<file path="config.mk">
export PLATFORM = sky130hd
export DESIGN_NAME = marker_length_deframer
export DESIGN_NICKNAME = d
export VERILOG_FILES = /design/src/rtl/core/mld_pkg.sv /design/src/rtl/core/marker_length_deframer.sv
export SDC_FILE = /design/constraint.sdc
export NUM_CORES = 1
export LEC_CHECK = 0
export ABC_AREA = 1
export BUFFER_PORTS_ARGS = -buffer_cell sky130_fd_sc_hd__buf_2
export CORE_MARGIN = 3
export CORE_UTILIZATION = 25
export CTS_CLUSTER_SIZE = 10
export DETAILED_ROUTE_END_ITERATION = 16
export SYNTH_ARGS = -nofsm -noshare
export SYNTH_HDL_FRONTEND = slang
export SYNTH_SLANG_ARGS = --single-unit
</file>
<file path="constraint.sdc">
create_clock -name clk_i -period 4.09 [get_ports clk_i]
set_input_delay 0.818 -clock clk_i [delete_from_list [all_inputs] [get_ports clk_i]]
set_output_delay 0.818 -clock clk_i [all_outputs]
set_load 0.03 [all_outputs]
</file>
<file path="src/rtl/core/mld_pkg.sv">
// Types and constants shared by the marker/length deframer.
package mld_pkg;

  // Framing constants
  localparam logic [7:0] MarkerByte = 8'hFF;
  localparam int unsigned MarkerLen = 4;
  localparam int unsigned LenBytes = 8;

  // Result queue geometry
  localparam int unsigned QueueDepth = 4;
  localparam int unsigned PtrW = 2;
  localparam int unsigned CountW = 3;

  typedef enum logic [1:0] {
    PhHunt = 2'd0,
    PhLen  = 2'd1,
    PhPay  = 2'd2
  } phase_e;

  typedef enum logic [1:0] {
    KindPayload = 2'd0,
    KindEmpty   = 2'd1,
    KindResync  = 2'd2
  } kind_e;

  typedef struct packed {
    kind_e       kind;
    logic [7:0]  payload_byte;
    logic        end_of_packet;
    logic [31:0] dropped_bytes;
    logic [63:0] next_length;
    logic        last;
  } result_t;

endpackage

</file>
<file path="src/rtl/core/marker_length_deframer.sv">
// Marker/length deframer: splits a byte stream into length-prefixed packets.

// Takes one byte per clock cycle on the input channel. Each frame is four 0xFF
// marker bytes, an 8-byte big-endian length and the payload. While hunting,
// bytes that do not form the marker are counted as dropped (saturating at
// 2^32-1), and the header that ends a hunt after drops gives a resync report.
// Each accepted byte updates the framing state in the same cycle and writes
// zero, one or two results into a four-entry result queue, which drives the
// output channel one result per cycle while the receiver is ready. The input is
// ready whenever at least two queue entries are free, so with the output taken
// every cycle a byte is accepted every cycle; a zero-length header after drops
// writes two results.
module marker_length_deframer (
  input  logic        clk_i,
  input  logic        rst_ni,
  input  logic        in_valid_i,
  output logic        in_ready_o,
  input  logic [7:0]  data_byte_i,
  output logic        out_valid_o,
  input  logic        out_ready_i,
  output logic [1:0]  kind_o,
  output logic [7:0]  payload_byte_o,
  output logic        end_of_packet_o,
  output logic [31:0] dropped_bytes_o,
  output logic [63:0] next_length_o,
  output logic        last_o
);

  localparam int unsigned PtrW = mld_pkg::PtrW;
  localparam int unsigned CountW = mld_pkg::CountW;

  mld_pkg::phase_e phase_q, phase_d;
  logic [2:0]  marker_run_q, marker_run_d;
  logic [3:0]  length_index_q, length_index_d;
  logic [63:0] length_accum_q, length_accum_d;
  logic [63:0] payload_remaining_q, payload_remaining_d;
  logic [31:0] drop_count_q, drop_count_d;

  mld_pkg::result_t queue_q [mld_pkg::QueueDepth];
  logic [PtrW-1:0]   wr_ptr_q, rd_ptr_q;
  logic [CountW-1:0] count_q;

  mld_pkg::result_t res0, res1;
  logic [1:0]  push_cnt;
  logic        in_fire, out_fire;
  logic [2:0]  run_inc;
  logic [32:0] drop_sum;
  logic [63:0] accum_shift;
  logic [3:0]  index_inc;
  logic [63:0] remaining_dec;

  assign in_ready_o  = (count_q <= CountW'(mld_pkg::QueueDepth - 2));
  assign in_fire     = in_valid_i && in_ready_o;
  assign out_valid_o = (count_q != '0);
  assign out_fire    = out_valid_o && out_ready_i;

  assign run_inc       = marker_run_q + 3'd1;
  assign drop_sum      = {1'b0, drop_count_q} + {30'd0, run_inc};
  assign accum_shift   = {length_accum_q[55:0], data_byte_i};
  assign index_inc     = length_index_q + 4'd1;
  assign remaining_dec = payload_remaining_q - 64'd1;

  // Advance the framing state for one byte and form its results
  always_comb begin
    phase_d             = phase_q;
    marker_run_d        = marker_run_q;
    length_index_d      = length_index_q;
    length_accum_d      = length_accum_q;
    payload_remaining_d = payload_remaining_q;
    drop_count_d        = drop_count_q;
    res0                = '0;
    res1                = '0;
    push_cnt            = 2'd0;
    if (in_fire) begin
      unique case (phase_q)
        mld_pkg::PhLen: begin
          length_accum_d = accum_shift;
          length_index_d = index_inc;
          if (index_inc >= 4'(mld_pkg::LenBytes)) begin
            length_index_d = '0;
            length_accum_d = '0;
            marker_run_d   = '0;
            drop_count_d   = '0;
            if (drop_count_q != '0) begin
              res0.kind          = mld_pkg::KindResync;
              res0.dropped_bytes = drop_count_q;
              res0.next_length   = accum_shift;
              res0.last          = (accum_shift != '0);
              push_cnt           = 2'd1;
            end
            if (accum_shift == '0) begin
              phase_d = mld_pkg::PhHunt;
              if (drop_count_q != '0) begin
                res1.kind          = mld_pkg::KindEmpty;
                res1.end_of_packet = 1'b1;
                res1.last          = 1'b1;
                push_cnt           = 2'd2;
              end else begin
                res0.kind          = mld_pkg::KindEmpty;
                res0.end_of_packet = 1'b1;
                res0.last          = 1'b1;
                push_cnt           = 2'd1;
              end
            end else begin
              payload_remaining_d = accum_shift;
              phase_d             = mld_pkg::PhPay;
            end
          end
        end
        mld_pkg::PhPay: begin
          payload_remaining_d = remaining_dec;
          res0.kind           = mld_pkg::KindPayload;
          res0.payload_byte   = data_byte_i;
          res0.end_of_packet  = (remaining_dec == '0);
          res0.last           = 1'b1;
          push_cnt            = 2'd1;
          if (remaining_dec == '0) begin
            phase_d      = mld_pkg::PhHunt;
            marker_run_d = '0;
          end
        end
        default: begin
          // Hunt, and treat the unused phase code as hunting
          phase_d = mld_pkg::PhHunt;
          if (data_byte_i == mld_pkg::MarkerByte) begin
            marker_run_d = run_inc;
            if (run_inc >= 3'(mld_pkg::MarkerLen)) begin
              marker_run_d   = '0;
              length_index_d = '0;
              length_accum_d = '0;
              phase_d        = mld_pkg::PhLen;
            end
          end else begin
            drop_count_d = drop_sum[32] ? 32'hFFFF_FFFF : drop_sum[31:0];
            marker_run_d = '0;
          end
        end
      endcase
    end
  end

  // Framing state registers
  always_ff @(posedge clk_i or negedge rst_ni) begin
    if (!rst_ni) begin
      phase_q             <= mld_pkg::PhHunt;
      marker_run_q        <= '0;
      length_index_q      <= '0;
      length_accum_q      <= '0;
      payload_remaining_q <= '0;
      drop_count_q        <= '0;
    end else begin
      phase_q             <= phase_d;
      marker_run_q        <= marker_run_d;
      length_index_q      <= length_index_d;
      length_accum_q      <= length_accum_d;
      payload_remaining_q <= payload_remaining_d;
      drop_count_q        <= drop_count_d;
    end
  end

  // Queue pointers and occupancy
  always_ff @(posedge clk_i or negedge rst_ni) begin
    if (!rst_ni) begin
      wr_ptr_q <= '0;
      rd_ptr_q <= '0;
      count_q  <= '0;
    end else begin
      wr_ptr_q <= wr_ptr_q + PtrW'(push_cnt);
      rd_ptr_q <= rd_ptr_q + PtrW'(out_fire);
      count_q  <= count_q + CountW'(push_cnt) - CountW'(out_fire);
    end
  end

  // Write up to two results per transaction into the queue
  always_ff @(posedge clk_i) begin
    if (push_cnt != 2'd0) begin
      queue_q[wr_ptr_q] <= res0;
    end
    if (push_cnt == 2'd2) begin
      queue_q[wr_ptr_q + PtrW'(1)] <= res1;
    end
  end

  // Drive the output from the queue head
  assign kind_o          = queue_q[rd_ptr_q].kind;
  assign payload_byte_o  = queue_q[rd_ptr_q].payload_byte;
  assign end_of_packet_o = queue_q[rd_ptr_q].end_of_packet;
  assign dropped_bytes_o = queue_q[rd_ptr_q].dropped_bytes;
  assign next_length_o   = queue_q[rd_ptr_q].next_length;
  assign last_o          = queue_q[rd_ptr_q].last;

  // Queue never overfills
  assert property (@(posedge clk_i) disable iff (!rst_ni)
    count_q <= CountW'(mld_pkg::QueueDepth))
    else $error("result queue overflow");

  // A payload phase always has bytes still due
  assert property (@(posedge clk_i) disable iff (!rst_ni)
    (phase_q == mld_pkg::PhPay) |-> (payload_remaining_q != '0))
    else $error("payload phase with nothing remaining");

  // The marker run is cleared whenever the length is being assembled
  assert property (@(posedge clk_i) disable iff (!rst_ni)
    (phase_q == mld_pkg::PhLen) |-> (marker_run_q == '0))
    else $error("marker run left over in length phase");

  // A resync report always carries a nonzero drop count
  assert property (@(posedge clk_i) disable iff (!rst_ni)
    (out_fire && kind_o == mld_pkg::KindResync) |-> (dropped_bytes_o != '0))
    else $error("resync report without dropped bytes");

endmodule

</file>
==> summary.md <==
| Metric | Value |
|---|---|
| Outcome | finished, final reports clean |
| Yosys reg bits | 600 |
| P_leak | 12.21 nW |
| Placed Cells incl. Taps | 5134 |
| Chip width | 338.4 um |
| Async SR Flop Fraction | 28.00% |
| # H-tree levels | 3 |
| Syn avg cell area | 7.428 sq um |
| Vias post-DR | 26150 |
| Sequential standard cell area | 0.01298 sq mm |
| Sink Count | 600 |
| Hold buffers post-CTS | 0 |
| Die Footprint | 0.1145 sq mm |
| RSZ-0062 raised after global routing | false |
| Remaining Overflow, GRT | 0 |
| Fin. max-slew vios | 0 |
| Final period util | 91.81% |
| Sequential area share after synthesis | 46.97% |
| Largest net degree at the start of global routing | 129 |
| Routability congestion estimate | 0.9254 |
| TritonCTS Buffers | 72 |
| Post-route insts no fill | 5248 |
| Type of the worst min-delay path | input pin to async pin |
| Initial antenna violation count | 2 |
| Clock-pin slew on the worst setup and hold paths | 60 ps |
| Dominant synthesized flop cell | dfxtp_1 |
| Area Growth Syn to Fin | 16.52% |
| Multi-input logic area | 0.01277 sq mm |
| Total of max-cap violations | 0 |
| Post CTS Setup Buffer Count | 0 |
| WS Path Type | flop to primary output |
| Layout Skew | 27.78 ps |
| Max clock buf depth | 3 |
| Count of final hold-check violations | 0 |
| CTS tree | done |
| Starting density of the core | 25.27% |
| First-pass GRT wire length | 140.7 mm |
| Layout Utilization | 29.44% |
| Pre-antenna DRT Iters | 5 |
| Pwr/cell area | 560.3 mW/mm^2 |
| IO buf count | 121 |
| Total Wirelength | 89.50 mm |
| Ys Warns | 0 |
| CP Launch Type | flop |
| Switching power total | 0.007168 W |
| Post-synth EDFFs | 12 |
| Max-Slew Margin vs Limit | 32.18% |
| HPWL after detailed placement | 58.60 mm |
| Number of nets in the layout | 3762 |
| Drt wl/cell | 17.05 um |
| Max IR drop VDD | 0.5624 mV |
| Syn Nets | 3748 |
| Post-Syn Instances | 3718 |
| Final setup viols | 0 |
| ANT nets after route | 0 |
| Fraction of layout instances using a drive strength above 1 | 9.016% |
| Die Y | 338.4 um |
| Hold slack final | 304.8 ps |
| Final min period | 3755 ps |
| Clock Latency Late Sink | 630 ps |
| Crit Path Max Fanout | 60 |
| Global Route Usage Sum | 15.02% |
| Setup TNS | 0 ps |
| Synthesized cell area | 0.02762 sq mm |
| Sw Share | 39.75% |
| Clock Tree Root | clkbuf_16 |
| Initial DRC Count | 2604 |
| Worst setup EP type | primary output |
| Fillers | 11900 |
| Least-Margin Pin Slew | 1017 ps |
| Highest clock rate | 266.3 MHz |
| DR vias/cell | 4.983 |
| Comb power frac | 32.7% |
| Internal Pwr Total | 0.01086 W |
| I/O pin count | 122 |
| Distinct cells, synth | 42 |
| Core Rows | 121 |
| Core area | 0.1093 sq mm |
| Register-to-Register Setup Slack | 360 ps |
| Arrival @ worst endpoint | 2940 ps |
| Reg power frac | 34.5% |
| Clock share of power | 32.9% |
| Number of global-route vias before repair | 24130 |
| # DRC | 0 |
| Post-CTS Resized | 0 |
| WP data required | 3270 ps |
==> metal layers <==
metal	up-vias	track usage (%)	wire, um
li1	12630	-	-
met1	12530	22.32	43050
met2	861	22.36	38500
met3	127	2.452	6069
met4	2	3.996	1867
met5	-	0	13
==> power groups by stage <==
stage	sequential, W	combinational [W]	clock, W
final	0.00622	0.00589	0.00592
after floorplan	0.00622	0.00390	0
after global placement	0.00633	0.00591	0
after CTS	0.00621	0.00593	0.00605
after global routing	0.00623	0.00636	0.00628
after detailed placement	0.00633	0.00591	0
==> area by class of cell <==
class	instances	area share, %
Clock buffer	102	6.042
Antenna cell	1	0.007776
Sequential cell	600	40.34
Clock inverter	11	0.4821
Multi-Input combinational cell	2631	39.69
Inverter	222	2.632
Tap cell	1476	5.739
Timing Repair Buffer	205	5.066
==> worst max-delay path, stage by stage (launching register included) <==
cell and delay (ps):
dfrtp_4 640, inv_6 450, buf_12 330, o21ai_0 130, o22ai_1 460, buf_2 300
==> final timing paths <==
| path | start | endpoint | cells past startpoint |
|---|---|---|---|
| worst max-delay path | rd_ptr_q[0] | next_length_o[19] | 5 |
| worst min-delay path | rst_ni | drop_count_q[30] | 1 |
| worst max register to register | length_accum_q[2] | queue_q[3][44] | 16 |
| worst min register to register | queue_q[2][102] | queue_q[2][102] | 2 |
| max in group asynchronous | rst_ni | length_accum_q[42] | 2 |
| min in group clk_i | queue_q[2][102] | queue_q[2][102] | 2 |
==> per-stage QoR <==
step	cell area [sq um]	setup WS [ps]	power [W]
floorplan	27620	784.8	0.01012
global placement	30080	263.5	0.01224
detailed placement	30080	240.7	0.01224
CTS	32180	377.3	0.01819
global route	32180	236.3	0.01887
finish	32180	334.9	0.01803
==> registers in the layout (all words and copies together) (netlist names), 3 cells and up <==
register	count
length_accum_q	56
length_index_q	4
count_q	3
marker_run_q	3
queue_q	432
drop_count_q	32
payload_remaining_q	64
==> Yosys cell counts, drive strengths merged (13+ instances only) <==
library cell,number,area (sq um)
nand4,13,81.33
nand3,437,2192
o22ai,163,1020
xor2,52,455.4
nor2,472,1871
dfrtp,168,4204
a21oi,31,155.2
dfxtp,420,8408
nor3,14,75.07
inv,220,825.8
ha,16,200.2
o21ai,831,4159
buf,81,424.2
nor4,31,193.9
clkbuf,184,690.7
nand2,544,2069
==> layout by cell type, fill, tap and decap left out, types with 4 or more instances in the layout <==
master and instances:
nor2_2 6, xnor2_1 4, nor2_1 456, nand3_1 436
o21ai_0 798, buf_4 53, o21ai_1 33, buf_2 120
inv_6 4, nand2_1 530, and2_1 5, o22ai_1 163
a21oi_1 30, nand2_4 8, ha_1 15, buf_12 31
nand2_2 6, nand3b_1 4, edfxtp_1 12, dfxtp_1 420
nand4_1 13, nor2_4 9, nor3_1 12, clkbuf_1 27
dfrtp_1 166, inv_2 5, nor4_1 31, clkinv_2 4
clkbuf_16 72, xor2_1 52, inv_1 211
==> kinds of logic (layout without fill, tap and decap cells) <==
kind of cell	count (synthesis)	count (layout)	synth area share, %
flip-flops	600	600	46.97
other	0	1	0
AO/OA/AOI/OAI	1033	1033	19.54
AND/OR/NAND/NOR	1524	1524	23.79
buffers and inverters	487	540	7.054
XOR/XNOR	56	56	1.776
adder cells (fa/ha/maj)	18	18	0.8698
Note: power is estimated with default switching activity, not from simulation.
